`src/rtl/core/pmc_pkg.sv`:
```
`timescale 1ns / 1ps
// ----------------------------------------------------------------------------
// pmc_pkg
// shared types and constants of the multichannel peak meter with clip hold
// ----------------------------------------------------------------------------
package pmc_pkg;

    localparam int unsigned SAMPLE_W    = 24;
    localparam int unsigned CHAN_W      = 5;   // channel index field, up to 32 channels
    localparam int unsigned COUNT_W     = 4;
    localparam int unsigned CMP_W       = 6;   // width for count and index compares
    localparam int unsigned CFG_INDEX_W = 3;

    localparam logic [SAMPLE_W-1:0] FULL_SCALE      = 24'h800000;
    localparam logic [SAMPLE_W-1:0] CLIP_FS_STORED  = 24'd8387769;
    localparam logic [SAMPLE_W-1:0] COUNTER_MAX     = 24'hFFFFFF;
    localparam logic [COUNT_W-1:0]  RST_CHAN_COUNT  = 4'd1;
    localparam logic [SAMPLE_W-1:0] RST_CLIP_HOLD   = 24'd200000;

    // register indexes
    localparam logic [CFG_INDEX_W-1:0] CFG_CHANNEL_COUNT   = 3'd0;
    localparam logic [CFG_INDEX_W-1:0] CFG_LEVEL_FLOOR     = 3'd1;
    localparam logic [CFG_INDEX_W-1:0] CFG_CLIP_LEVEL      = 3'd2;
    localparam logic [CFG_INDEX_W-1:0] CFG_CLIP_HOLD_TICKS = 3'd3;
    localparam logic [CFG_INDEX_W-1:0] CFG_REFRESH_TICKS   = 3'd4;

    // result kinds
    localparam logic KIND_LEVEL = 1'b0;
    localparam logic KIND_CLIP  = 1'b1;

    typedef enum logic [1:0] {
        CMD_SAMPLE = 2'd0,
        CMD_EOB    = 2'd1,
        CMD_TICK   = 2'd2,
        CMD_QUERY  = 2'd3
    } cmd_t;

    // effective configuration, already normalized at write time
    typedef struct packed {
        logic [COUNT_W-1:0]  count;
        logic [SAMPLE_W-1:0] level_floor;
        logic [SAMPLE_W-1:0] clip_level;
        logic [SAMPLE_W-1:0] hold_ticks;
        logic [SAMPLE_W-1:0] refresh_ticks;
    } cfg_t;

    // classified request handed from front to back
    typedef struct packed {
        cmd_t                cmd;
        logic [CHAN_W-1:0]   chan;
        logic [SAMPLE_W-1:0] mag;
        logic                clip;
        logic                flag;   // eob: report due, query: channel active
        logic [COUNT_W-1:0]  count;
    } op_t;

endpackage

```
`src/rtl/core/multichannel_peak_meter_clip_hold_core.sv`:
```
`timescale 1ns / 1ps
// ----------------------------------------------------------------------------
// multichannel_peak_meter_clip_hold_core
// interleaved audio peak meter with per-channel clip hold and level reports
// ----------------------------------------------------------------------------
// a query is queued, then answered into the result register
// throughput: one sample, tick or query per cycle while the queue has
//   room; an end of buffer that reports walks the active channels, one
//   level result per cycle out of the result register while out_ready
// a 2-entry queue lets the front accept during a report walk until full
// reset: config to defaults, peaks, levels and hold counters zero, all
//   sticky clip flags set, no result pending
// ----------------------------------------------------------------------------
module multichannel_peak_meter_clip_hold_core
    import pmc_pkg::*;
#(
    parameter int unsigned MAX_CHANS = 8
)
(
    input  logic                       clk,
    input  logic                       rst_n,

    // configuration write port
    input  logic                       cfg_write,
    input  logic [CFG_INDEX_W-1:0]     cfg_index,
    input  logic [SAMPLE_W-1:0]        cfg_data,

    // request channel
    input  logic                       in_valid,
    output logic                       in_ready,
    input  logic [1:0]                 command,
    input  logic signed [SAMPLE_W-1:0] sample,
    input  logic [2:0]                 query_channel,

    // result channel
    output logic                       out_valid,
    input  logic                       out_ready,
    output logic                       kind,
    output logic [2:0]                 channel,
    output logic [SAMPLE_W-1:0]        level,
    output logic                       clipped,
    output logic                       last
);

    cfg_t              cfg_reg;
    logic [COUNT_W-1:0] count_raw;
    logic [COUNT_W-1:0] count_eff;

    logic              push, full, head_valid, pop;
    op_t               push_op, head;

    // a count of zero or above the channel capacity acts as one channel
    always_comb
    begin
        count_raw = cfg_data[COUNT_W-1:0];
        if ((count_raw == '0) || (CMP_W'(count_raw) > CMP_W'(MAX_CHANS)))
        begin
            count_eff = RST_CHAN_COUNT;
        end
        else
        begin
            count_eff = count_raw;
        end
    end

    // registers hold normalized values: floor capped at full scale,
    // full-scale clip threshold stored just below full scale
    always_ff @(posedge clk or negedge rst_n)
    begin
        if (!rst_n)
        begin
            cfg_reg.count         <= RST_CHAN_COUNT;
            cfg_reg.level_floor   <= '0;
            cfg_reg.clip_level    <= CLIP_FS_STORED;
            cfg_reg.hold_ticks    <= RST_CLIP_HOLD;
            cfg_reg.refresh_ticks <= '0;
        end
        else if (cfg_write)
        begin
            unique case (cfg_index)
                CFG_CHANNEL_COUNT:
                begin
                    cfg_reg.count <= count_eff;
                end
                CFG_LEVEL_FLOOR:
                begin
                    cfg_reg.level_floor <= (cfg_data > FULL_SCALE) ? FULL_SCALE : cfg_data;
                end
                CFG_CLIP_LEVEL:
                begin
                    cfg_reg.clip_level <= (cfg_data == FULL_SCALE) ? CLIP_FS_STORED : cfg_data;
                end
                CFG_CLIP_HOLD_TICKS:
                begin
                    cfg_reg.hold_ticks <= cfg_data;
                end
                CFG_REFRESH_TICKS:
                begin
                    cfg_reg.refresh_ticks <= cfg_data;
                end
                default:
                begin
                    // writes beyond the register list are dropped
                end
            endcase
        end
    end

    // front: slot counter, rectify and clip, refresh timer
    pmc_front #(
        .MAX_CHANS (MAX_CHANS)
    ) u_front (
        .clk           (clk),
        .rst_n         (rst_n),
        .cfg           (cfg_reg),
        .in_valid      (in_valid),
        .in_ready      (in_ready),
        .command       (command),
        .sample        (sample),
        .query_channel (query_channel),
        .full          (full),
        .push          (push),
        .push_op       (push_op)
    );

    // classified requests wait here while the back walks a report
    pmc_queue u_queue (
        .clk        (clk),
        .rst_n      (rst_n),
        .push       (push),
        .push_op    (push_op),
        .full       (full),
        .head_valid (head_valid),
        .head       (head),
        .pop        (pop)
    );

    // back: per-channel state and the result register
    pmc_back #(
        .MAX_CHANS (MAX_CHANS)
    ) u_back (
        .clk        (clk),
        .rst_n      (rst_n),
        .cfg        (cfg_reg),
        .head_valid (head_valid),
        .head       (head),
        .pop        (pop),
        .out_valid  (out_valid),
        .out_ready  (out_ready),
        .kind       (kind),
        .channel    (channel),
        .level      (level),
        .clipped    (clipped),
        .last       (last)
    );

endmodule

```
`src/rtl/core/pmc_front.sv`:
```
`timescale 1ns / 1ps
// ----------------------------------------------------------------------------
// pmc_front
// accepts requests, assigns channels, rectifies and clips, runs refresh timer
// ----------------------------------------------------------------------------
module pmc_front
    import pmc_pkg::*;
#(
    parameter int unsigned MAX_CHANS = 8
)
(
    input  logic                       clk,
    input  logic                       rst_n,
    input  cfg_t                       cfg,
    input  logic                       in_valid,
    output logic                       in_ready,
    input  logic [1:0]                 command,
    input  logic signed [SAMPLE_W-1:0] sample,
    input  logic [2:0]                 query_channel,
    input  logic                       full,
    output logic                       push,
    output op_t                        push_op
);

    localparam int unsigned SLOT_W = (MAX_CHANS > 1) ? $clog2(MAX_CHANS) : 1;

    logic [SLOT_W-1:0]   slot_reg, slot_next;
    logic [SAMPLE_W-1:0] refresh_reg, refresh_next;
    logic [CMP_W-1:0]    slot_ext, n_ext, ch_plus;
    logic [SLOT_W-1:0]   ch;
    logic [SAMPLE_W-1:0] raw, mag;
    logic                expired;
    op_t                 op;

    assign in_ready = !full;
    assign push     = in_valid && !full;
    assign push_op  = op;

    always_comb
    begin
        raw      = $unsigned(sample);
        mag      = raw[SAMPLE_W-1] ? (~raw + 24'd1) : raw;
        slot_ext = CMP_W'(slot_reg);
        n_ext    = CMP_W'(cfg.count);
        ch       = (slot_ext < n_ext) ? slot_reg : '0;
        ch_plus  = CMP_W'(ch) + CMP_W'(1);
        expired  = refresh_reg >= cfg.refresh_ticks;

        op.cmd   = cmd_t'(command);
        op.chan  = CHAN_W'(ch);
        op.mag   = mag;
        op.clip  = 1'b0;
        op.flag  = 1'b0;
        op.count = cfg.count;

        slot_next    = slot_reg;
        refresh_next = refresh_reg;

        unique case (op.cmd)
            CMD_SAMPLE:
            begin
                if (mag >= cfg.clip_level)
                begin
                    op.clip = 1'b1;
                    op.mag  = cfg.clip_level;
                end
                slot_next = (ch_plus >= n_ext) ? '0 : SLOT_W'(ch_plus);
            end
            CMD_EOB:
            begin
                op.flag = expired;
                if (expired)
                begin
                    refresh_next = '0;
                end
                slot_next = '0;
            end
            CMD_TICK:
            begin
                if (refresh_reg != COUNTER_MAX)
                begin
                    refresh_next = refresh_reg + 24'd1;
                end
            end
            CMD_QUERY:
            begin
                op.chan = CHAN_W'(query_channel);
                op.flag = CMP_W'(query_channel) < n_ext;
            end
            default:
            begin
            end
        endcase
    end

    always_ff @(posedge clk or negedge rst_n)
    begin
        if (!rst_n)
        begin
            slot_reg    <= '0;
            refresh_reg <= '0;
        end
        else if (push)
        begin
            slot_reg    <= slot_next;
            refresh_reg <= refresh_next;
        end
    end

endmodule

```
`src/rtl/core/pmc_queue.sv`:
```
`timescale 1ns / 1ps
// ----------------------------------------------------------------------------
// pmc_queue
// two-entry request queue between front and back
// ----------------------------------------------------------------------------
module pmc_queue
    import pmc_pkg::*;
(
    input  logic clk,
    input  logic rst_n,
    input  logic push,
    input  op_t  push_op,
    output logic full,
    output logic head_valid,
    output op_t  head,
    input  logic pop
);

    localparam int unsigned DEPTH = 2;

    op_t        entry_reg [DEPTH];
    logic       wr_ptr_reg, rd_ptr_reg;
    logic [1:0] count_reg;

    assign full       = count_reg == 2'(DEPTH);
    assign head_valid = count_reg != 2'd0;
    assign head       = entry_reg[rd_ptr_reg];

    always_ff @(posedge clk)
    begin
        if (push)
        begin
            entry_reg[wr_ptr_reg] <= push_op;
        end
    end

    always_ff @(posedge clk or negedge rst_n)
    begin
        if (!rst_n)
        begin
            wr_ptr_reg <= 1'b0;
            rd_ptr_reg <= 1'b0;
            count_reg  <= 2'd0;
        end
        else
        begin
            if (push)
            begin
                wr_ptr_reg <= !wr_ptr_reg;
            end
            if (pop)
            begin
                rd_ptr_reg <= !rd_ptr_reg;
            end
            if (push && !pop)
            begin
                count_reg <= count_reg + 2'd1;
            end
            else if (pop && !push)
            begin
                count_reg <= count_reg - 2'd1;
            end
        end
    end

endmodule

```
`src/rtl/core/pmc_back.sv`:
```
`timescale 1ns / 1ps
// ----------------------------------------------------------------------------
// pmc_back
// per-channel peak, clip and hold state, report walk and result register
// ----------------------------------------------------------------------------
module pmc_back
    import pmc_pkg::*;
#(
    parameter int unsigned MAX_CHANS = 8
)
(
    input  logic                clk,
    input  logic                rst_n,
    input  cfg_t                cfg,
    input  logic                head_valid,
    input  op_t                 head,
    output logic                pop,
    output logic                out_valid,
    input  logic                out_ready,
    output logic                kind,
    output logic [2:0]          channel,
    output logic [SAMPLE_W-1:0] level,
    output logic                clipped,
    output logic                last
);

    localparam int unsigned IDX_W = (MAX_CHANS > 1) ? $clog2(MAX_CHANS) : 1;

    typedef enum logic {ST_RUN, ST_WALK} state_t;

    state_t              state_reg;
    logic [SAMPLE_W-1:0] peak_reg    [MAX_CHANS];
    logic [SAMPLE_W-1:0] shown_reg   [MAX_CHANS];
    logic [SAMPLE_W-1:0] elapsed_reg [MAX_CHANS];
    logic [MAX_CHANS-1:0] sticky_reg;
    logic [IDX_W-1:0]    walk_idx_reg;
    logic [COUNT_W-1:0]  walk_n_reg;

    logic                out_valid_reg, kind_reg, clipped_reg, last_reg;
    logic [2:0]          channel_reg;
    logic [SAMPLE_W-1:0] level_reg;

    logic                out_free, can_exec, held, answer, walk_last, load_out;
    logic [IDX_W-1:0]    idx;
    logic [SAMPLE_W-1:0] new_peak, new_shown;
    logic [CHAN_W-1:0]   walk_chan;

    assign out_valid = out_valid_reg;
    assign kind      = kind_reg;
    assign channel   = channel_reg;
    assign level     = level_reg;
    assign clipped   = clipped_reg;
    assign last      = last_reg;

    always_comb
    begin
        out_free  = !out_valid_reg || out_ready;
        idx       = head.chan[IDX_W-1:0];
        new_peak  = (head.mag > peak_reg[idx]) ? head.mag : peak_reg[idx];
        new_shown = (new_peak < cfg.level_floor) ? cfg.level_floor : new_peak;
        held      = (elapsed_reg[idx] < cfg.hold_ticks) || sticky_reg[idx];
        answer    = head.flag && held;
        walk_last = (CMP_W'(walk_idx_reg) + CMP_W'(1)) == CMP_W'(walk_n_reg);
        walk_chan = CHAN_W'(walk_idx_reg);
        can_exec  = (state_reg == ST_RUN) && head_valid
                    && ((head.cmd != CMD_QUERY) || out_free);
        pop       = can_exec;
        // result register takes a new result this cycle
        load_out  = (can_exec && (head.cmd == CMD_QUERY))
                    || ((state_reg == ST_WALK) && out_free);
    end

    always_ff @(posedge clk or negedge rst_n)
    begin
        if (!rst_n)
        begin
            state_reg     <= ST_RUN;
            walk_idx_reg  <= '0;
            walk_n_reg    <= '0;
            sticky_reg    <= '1;
            out_valid_reg <= 1'b0;
            kind_reg      <= KIND_LEVEL;
            channel_reg   <= '0;
            level_reg     <= '0;
            clipped_reg   <= 1'b0;
            last_reg      <= 1'b0;
            for (int i = 0; i < MAX_CHANS; i++)
            begin
                peak_reg[i]    <= '0;
                shown_reg[i]   <= '0;
                elapsed_reg[i] <= '0;
            end
        end
        else
        begin
            if (out_valid_reg && out_ready && !load_out)
            begin
                out_valid_reg <= 1'b0;
            end

            unique case (state_reg)
                ST_RUN:
                begin
                    if (can_exec)
                    begin
                        unique case (head.cmd)
                            CMD_SAMPLE:
                            begin
                                if (head.clip)
                                begin
                                    elapsed_reg[idx] <= '0;
                                    sticky_reg[idx]  <= 1'b1;
                                end
                                peak_reg[idx]  <= new_peak;
                                shown_reg[idx] <= new_shown;
                            end
                            CMD_EOB:
                            begin
                                for (int i = 0; i < MAX_CHANS; i++)
                                begin
                                    peak_reg[i] <= '0;
                                end
                                if (head.flag)
                                begin
                                    state_reg    <= ST_WALK;
                                    walk_idx_reg <= '0;
                                    walk_n_reg   <= head.count;
                                end
                            end
                            CMD_TICK:
                            begin
                                for (int i = 0; i < MAX_CHANS; i++)
                                begin
                                    if (elapsed_reg[i] != COUNTER_MAX)
                                    begin
                                        elapsed_reg[i] <= elapsed_reg[i] + 24'd1;
                                    end
                                end
                            end
                            CMD_QUERY:
                            begin
                                out_valid_reg <= 1'b1;
                                kind_reg      <= KIND_CLIP;
                                channel_reg   <= head.chan[2:0];
                                level_reg     <= '0;
                                clipped_reg   <= answer;
                                last_reg      <= 1'b0;
                                if (answer)
                                begin
                                    sticky_reg[idx] <= 1'b0;
                                end
                            end
                            default:
                            begin
                            end
                        endcase
                    end
                end
                ST_WALK:
                begin
                    if (out_free)
                    begin
                        out_valid_reg <= 1'b1;
                        kind_reg      <= KIND_LEVEL;
                        channel_reg   <= walk_chan[2:0];
                        level_reg     <= shown_reg[walk_idx_reg];
                        clipped_reg   <= 1'b0;
                        last_reg      <= walk_last;
                        if (walk_last)
                        begin
                            state_reg <= ST_RUN;
                        end
                        else
                        begin
                            walk_idx_reg <= walk_idx_reg + IDX_W'(1);
                        end
                    end
                end
                default:
                begin
                    state_reg <= ST_RUN;
                end
            endcase
        end
    end

endmodule

```
`config.mk`:
```
export PLATFORM = sky130hd
export DESIGN_NAME = multichannel_peak_meter_clip_hold_core
export DESIGN_NICKNAME = d
export VERILOG_FILES = /design/src/rtl/core/pmc_pkg.sv /design/src/rtl/core/multichannel_peak_meter_clip_hold_core.sv /design/src/rtl/core/pmc_front.sv /design/src/rtl/core/pmc_queue.sv /design/src/rtl/core/pmc_back.sv
export SDC_FILE = /design/constraint.sdc
export NUM_CORES = 2
export LEC_CHECK = 0
export BUFFER_PORTS_ARGS = -buffer_cell sky130_fd_sc_hd__buf_4
export CAP_MARGIN = 15
export CORE_MARGIN = 2
export CORE_UTILIZATION = 48
export CTS_CLUSTER_DIAMETER = 100
export DETAILED_ROUTE_END_ITERATION = 8
export GPL_TIMING_DRIVEN = 0
export PLACE_DENSITY_LB_ADDON = 0.2
export SYNTH_ARGS = -nofsm -noshare
export SYNTH_HDL_FRONTEND = slang
export SYNTH_HIERARCHICAL = 1
export SYNTH_SLANG_ARGS = --single-unit
```
`constraint.sdc`:
```
create_clock -name clk -period 7.1 [get_ports clk]
set_input_delay 1.42 -clock clk [delete_from_list [all_inputs] [get_ports clk]]
set_output_delay 1.42 -clock clk [all_outputs]
set_load 0.01 [all_outputs]
```
* Word-level counts from Yosys, hierarchy flattened
Memory sizes are Yosys's and may differ from the RTL's.
Cells that the tools add are included.
** Storage, ports and cells
- Register bits after elaboration :: 754
- Bits in writable memories :: 70
- Input bits :: 61
- Word-level logic and storage cells :: 268
- Memories :: 1
** Memory list
- u_queue.entry_reg :: words 2, bits a word 35, rd ports 1, clocked after memory_dff 0, write ports 1, line pmc_queue.sv:21 : op_t entry_reg [DEPTH];
** Operators by class
- $add $sub $neg :: 15
- Order comparisons :: 15
- Eq/ne operators :: 41
- Mux-type cells :: 87
- Bitwise gates (word level) :: 9
- Reductions and logical operators :: 56
** Operator list (count)
- 192-bit one-hot mux with 2 select lines :: 2
- 24-bit two-way mux :: 25
- 192-bit bitwise mux :: 2
- 24-bit by 1-bit adder with 24-bit output, second input constant :: 10
- 24-bit binary-select mux with 3-bit select :: 3
- 24-bit inequality test, second input constant :: 9
- 192-bit AND :: 1
- 192-bit two-way mux :: 1
- 192-bit inverter :: 1
- 24-bit one-hot mux with 2 select lines :: 2
- 24-bit demux with 3-bit select :: 1
- 25-bit two-way mux :: 2
- 5-bit AND reduction :: 10
- 24-bit >= comparator :: 2
- 24-bit less-than comparator :: 2
- 3-bit two-way mux :: 11
- 24-bit == test, second input constant :: 1
- 24-bit > comparator :: 1
- 24-bit > comparator, second input constant :: 1
- 2-bit by 1-bit inequality test with 1-bit output, second input constant :: 12
- 24-bit inverter :: 1
- 1-bit two-way mux :: 21
- 3-bit one-hot mux with 2 select lines :: 3
- 8-bit two-way mux :: 2
- 39 further kinds :: 97

* Depth between registers and ports, before layout
- Depth in word-level cells :: 12
- Mapped depth :: 34
- Gate-level depth less buffers :: 25

* Cells and area by module
Netlist, hierarchy kept.
** Modules (own cells, without submodules)
- pmc_back :: instances 1, cells each 3910, area an instance 35221.3 um^2, seq. area each 15600.0 um^2
- multichannel_peak_meter_clip_hold_core :: instances 1, cells each 341, area an instance 4082.7 um^2, seq. area each 2533.7 um^2
- pmc_front :: instances 1, cells each 466, area an instance 3774.9 um^2, seq. area each 675.6 um^2
- pmc_queue :: instances 1, cells each 131, area an instance 2941.6 um^2, seq. area each 2322.2 um^2

* Worst setup path after synthesis
No wires, ideal clock.
- Path kind :: reg2reg
- From :: reg u_queue.rd_ptr_reg
- To :: reg u_back/shown_reg[22] (netlist name)
- Arrival :: 6727 ps
- Required time :: 7031 ps
- Setup slack :: 304 ps
- Cell stages (with the launch flop) :: 34
- Buffers on the path :: 10
- Clock period less this slack :: 6796 ps
- Cell sequence :: dfrtp_1 -> buf_6 -> buf_6 -> mux2_4 -> clkbuf_1 -> buf_1 -> nand2_1 -> nor2_1 -> clkbuf_1 -> a22oi_1 -> nand4_1 -> inv_1 -> ha_1 -> nand4_2 -> or4_4 -> a211oi_2 -> nor4_1 -> or2_1 -> buf_6 -> buf_12 -> mux2i_4 -> inv_2 -> ha_1 -> a21o_1 -> a21oi_1 -> nor2_1 -> a2111oi_0 -> or3_1 -> and3_1 -> clkbuf_1 -> clkbuf_1 -> buf_1 -> nand4_1 -> nand3_1
** RTL lines
- start, declared :: line pmc_queue.sv:22 : logic wr_ptr_reg, rd_ptr_reg;
- start signal, assigned :: line pmc_queue.sv:53 : rd_ptr_reg <= !rd_ptr_reg;
- end signal, assigned by index :: line pmc_back.sv:115 : shown_reg[idx] <= new_shown;
- end, declared :: line pmc_back.sv:33 : logic [SAMPLE_W-1:0] shown_reg [MAX_CHANS];

* Final worst setup path
- From :: reg u_queue.rd_ptr_reg
- To :: reg u_back/shown_reg[174] (netlist name)
** On the way
- Longest elaborated chain between the ends :: 10
- Elaborated cells between the ends (all ways) :: 20
- Classes of those cells :: 4 x order compare; 1 x eq/ne; 8 x mux; 1 x bitwise; 5 x reduce/logical; 1 x memory
** Ends and longest elaborated chain
- memory 2 x 35 bit (*)
- 3-bit inverter with 4-bit output (not written as such) :: line pmc_back.sv:59, pmc_back.sv:115
- 24-bit binary-select mux with 3-bit select :: line pmc_back.sv:59 : new_peak = (head.mag > peak_reg[idx]) ? head.mag : peak_reg[idx];
- 24-bit two-way mux (not written as such) (2 in series) :: line pmc_back.sv:59
- 24-bit > comparator :: line pmc_back.sv:59
- 24-bit two-way mux :: line pmc_back.sv:59
- 24-bit less-than comparator :: line pmc_back.sv:60 : new_shown = (new_peak < cfg.level_floor) ? cfg.level_floor : new_peak;
- 24-bit two-way mux :: line pmc_back.sv:60
- 192-bit bitwise mux :: line pmc_back.sv:115
Every way passes the cells marked *; elsewhere a longest branch is shown, timed or not. The select of a mux whose other input is x is not followed.
A chain may end at the register's enable or synchronous reset.

==> reports/qor.yml <==
cap_violations: 0
syn_inst: 4839
slew_headroom: 0.1517
clk_pin_slew_ns: 0.07
status: "finished, violations left"
rsz0062_at_grt: "no"
p_sw_frac: 0.4803
grt_pass1_vias: 40440
hold_class: "reg2reg"
final_area_um2: 52530
grt_usage: 0.3684
worstSetupPathType: "reg2reg"
critical_path_required_ns: 7.72
grt_pass1_wl_um: 269200
violations: "design-rule violations"
critPathMaxFanout: 10
fin_skew_ns: 0.03755
routabilityCongestion: 0.9986
comb_power_share: 0.503
critPathCaptureType: "flop"
leakagePower_nw: 22.15
clock-sinks: 824
port_buffers: 91
grt.met3_usage: 0.1108
grt_max_degree: 117
start_util: 0.4834
die_width_um: 313.1
synth_nets: 5043
dr.first_iter.drc_count: 6203
instances_no_fill: 6418
setup_viol: 0
syn_area_um2: 45860
r2r-start: "u_queue/rd_ptr_reg"
die_h_um: 313.1
use_met2: 0.5350
power_density_nw_per_um2: 477.6
grt_use_met1: 0.4962
viasPerCell: 6.657
clockBufferDepth: 3
cts_root_buffer: "clkbuf_16"
top_usage_layer: "met2"
startpoint_type: "flop"
h-tree-depth: 3
wl_um: 183900
wl_per_cell_um: 28.65
fill_cells: 8494
ir_worst_vdd_mv: 0.3979
startpoint: "u_queue/rd_ptr_reg"
grt_overflow: 0
insertion_delay_ns: 0.71
dr.pass1.iters: 9
route.detailed.drc: 1
fin_util: 0.5537
dieArea_um2: 98030
layout-drive-gt1-share: 0.1541
switchingPower_mw: 12.05
drv_slew: 0
placed_area_um2: 48390
clkPwrFrac: 0.202
worst_slew_pin_slew_ns: 1.273
rows: 113
tritoncts: "built"
hp-start: "u_back/peak_reg[24]"
critPathMaxStageDelay_ns: 0.57
io_pins: 93
core_um2: 94870
fmax_ghz: 0.1443
cts_hold_buf: 0
seqPwrFrac: 0.295
vias: 42720
numCtsBuffers: 93
ant_nets: 0
synth_area_per_cell_um2: 9.477
hpwl_um: 130800
ys_warn_count: 6
crit_slowest_cell: "or4_4"
syn_to_final_growth_pct: 14.54
fin_crit_ns: 6.930
p_int_mw: 13.04
finalCritPeriodShare: 0.9760
fin_nets: 5280
antenna_found_initial: 3
arrival_ns: 7.55
timing.final.hold_violations: 0
dp_cells: 6207
## power groups by stage
stage          Combinational, mW  Sequential, mW  Clock [mW]
2_1_floorplan               6.77            6.94           0
3_3_place_gp                10.8            7.35           0
3_5_place_dp                11.0            7.39           0
4_1_cts                     11.7            7.32        5.09
5_1_grt                     13.1            7.51        5.30
6_report                    12.6            7.40        5.07
## critical path, delay by kind of cell (launching register included)
family / cells / cell delay [ns]
buffers and inverters: 10 / 1.78
flip-flops: 1 / 0.40
AND/OR/NAND/NOR: 10 / 2.27
AO/OA/AOI/OAI: 7 / 1.20
adder cells (fa/ha/maj): 2 / 0.60
multiplexers: 2 / 0.55
## through the flow
step / power (mW) / worst slack [ns] / setup TNS (ns) / hold WS (ns)
floorplan: 13.71 / 0.3104 / 0 / 0.4368
global placement: 18.19 / -4.465 / -3579.40 / 0.4555
detailed placement: 18.37 / -2.428 / -433.53 / 0.4631
CTS: 24.10 / 0.01321 / 0 / 0.4759
global route: 25.92 / 0.01767 / 0 / 0.4912
finish: 25.09 / 0.1701 / 0 / 0.4763
## per-layer routing
| layer | vias to the layer above | wire [um] | part of all wire |
|---|---|---|---|
| li1 | 18390 | - | - |
| met3 | 579 | 22470 | 0.12 |
| met1 | 21010 | 71920 | 0.39 |
| met4 | 8 | 11730 | 0.064 |
| met2 | 2742 | 77670 | 0.42 |
| met5 | - | 84 | 0.00046 |
## worst paths after layout
path | cells past startpoint | slack [ns] | end
worst min register to register | 2 | 0.48 | u_back/peak_reg[24]
max in group asynchronous | 3 | 4.90 | u_back/shown_reg[62]
min in group asynchronous | 1 | 0.62 | u_back/elapsed_reg[160]
worst max-delay path | 31 | 0.17 | u_back/shown_reg[174]
worst min-delay path | 2 | 0.48 | u_back/peak_reg[24]
worst max register to register | 31 | 0.17 | u_back/shown_reg[174]
## cell usage in the layout (no fill, tap or decap), types with 41 or more instances in the layout
master / count
nand4_1: 282
clkbuf_1: 244
mux4_2: 50
edfxtp_1: 70
nand2_1: 661
nor2_1: 183
nor3_1: 59
ha_1: 143
clkbuf_16: 94
buf_2: 41
inv_1: 145
a21oi_1: 112
nand3_1: 336
o211ai_1: 157
buf_4: 158
o31ai_1: 68
o21ai_0: 481
a31oi_1: 67
dfrtp_1: 721
mux2i_1: 43
a22oi_1: 165
mux2_2: 91
a22o_1: 53
## repair_timing
item | in CTS | in global routing
endpoints found under the setup margin | 192 | 192
buffers inserted | 23 | 20
resized for setup | 153 | 86
gates cloned | 0 | 1
pin swaps | 10 | 17
## layout make-up
| class | instances | area (um2) | area share |
|---|---|---|---|
| multi-input combinational | 3452 | 22680 | 0.4318 |
| clock inverter | 36 | 392.9 | 0.007479 |
| buffer | 388 | 2115 | 0.04025 |
| inverter | 170 | 678.2 | 0.01291 |
| antenna | 2 | 5.005 | 0.00009528 |
| timing repair buffer | 147 | 1299 | 0.02472 |
| sequential | 824 | 21010 | 0.4000 |
| tap | 1265 | 1583 | 0.03013 |
| clock buffer | 134 | 2763 | 0.05259 |
Power figures use the tool's default switching activity.
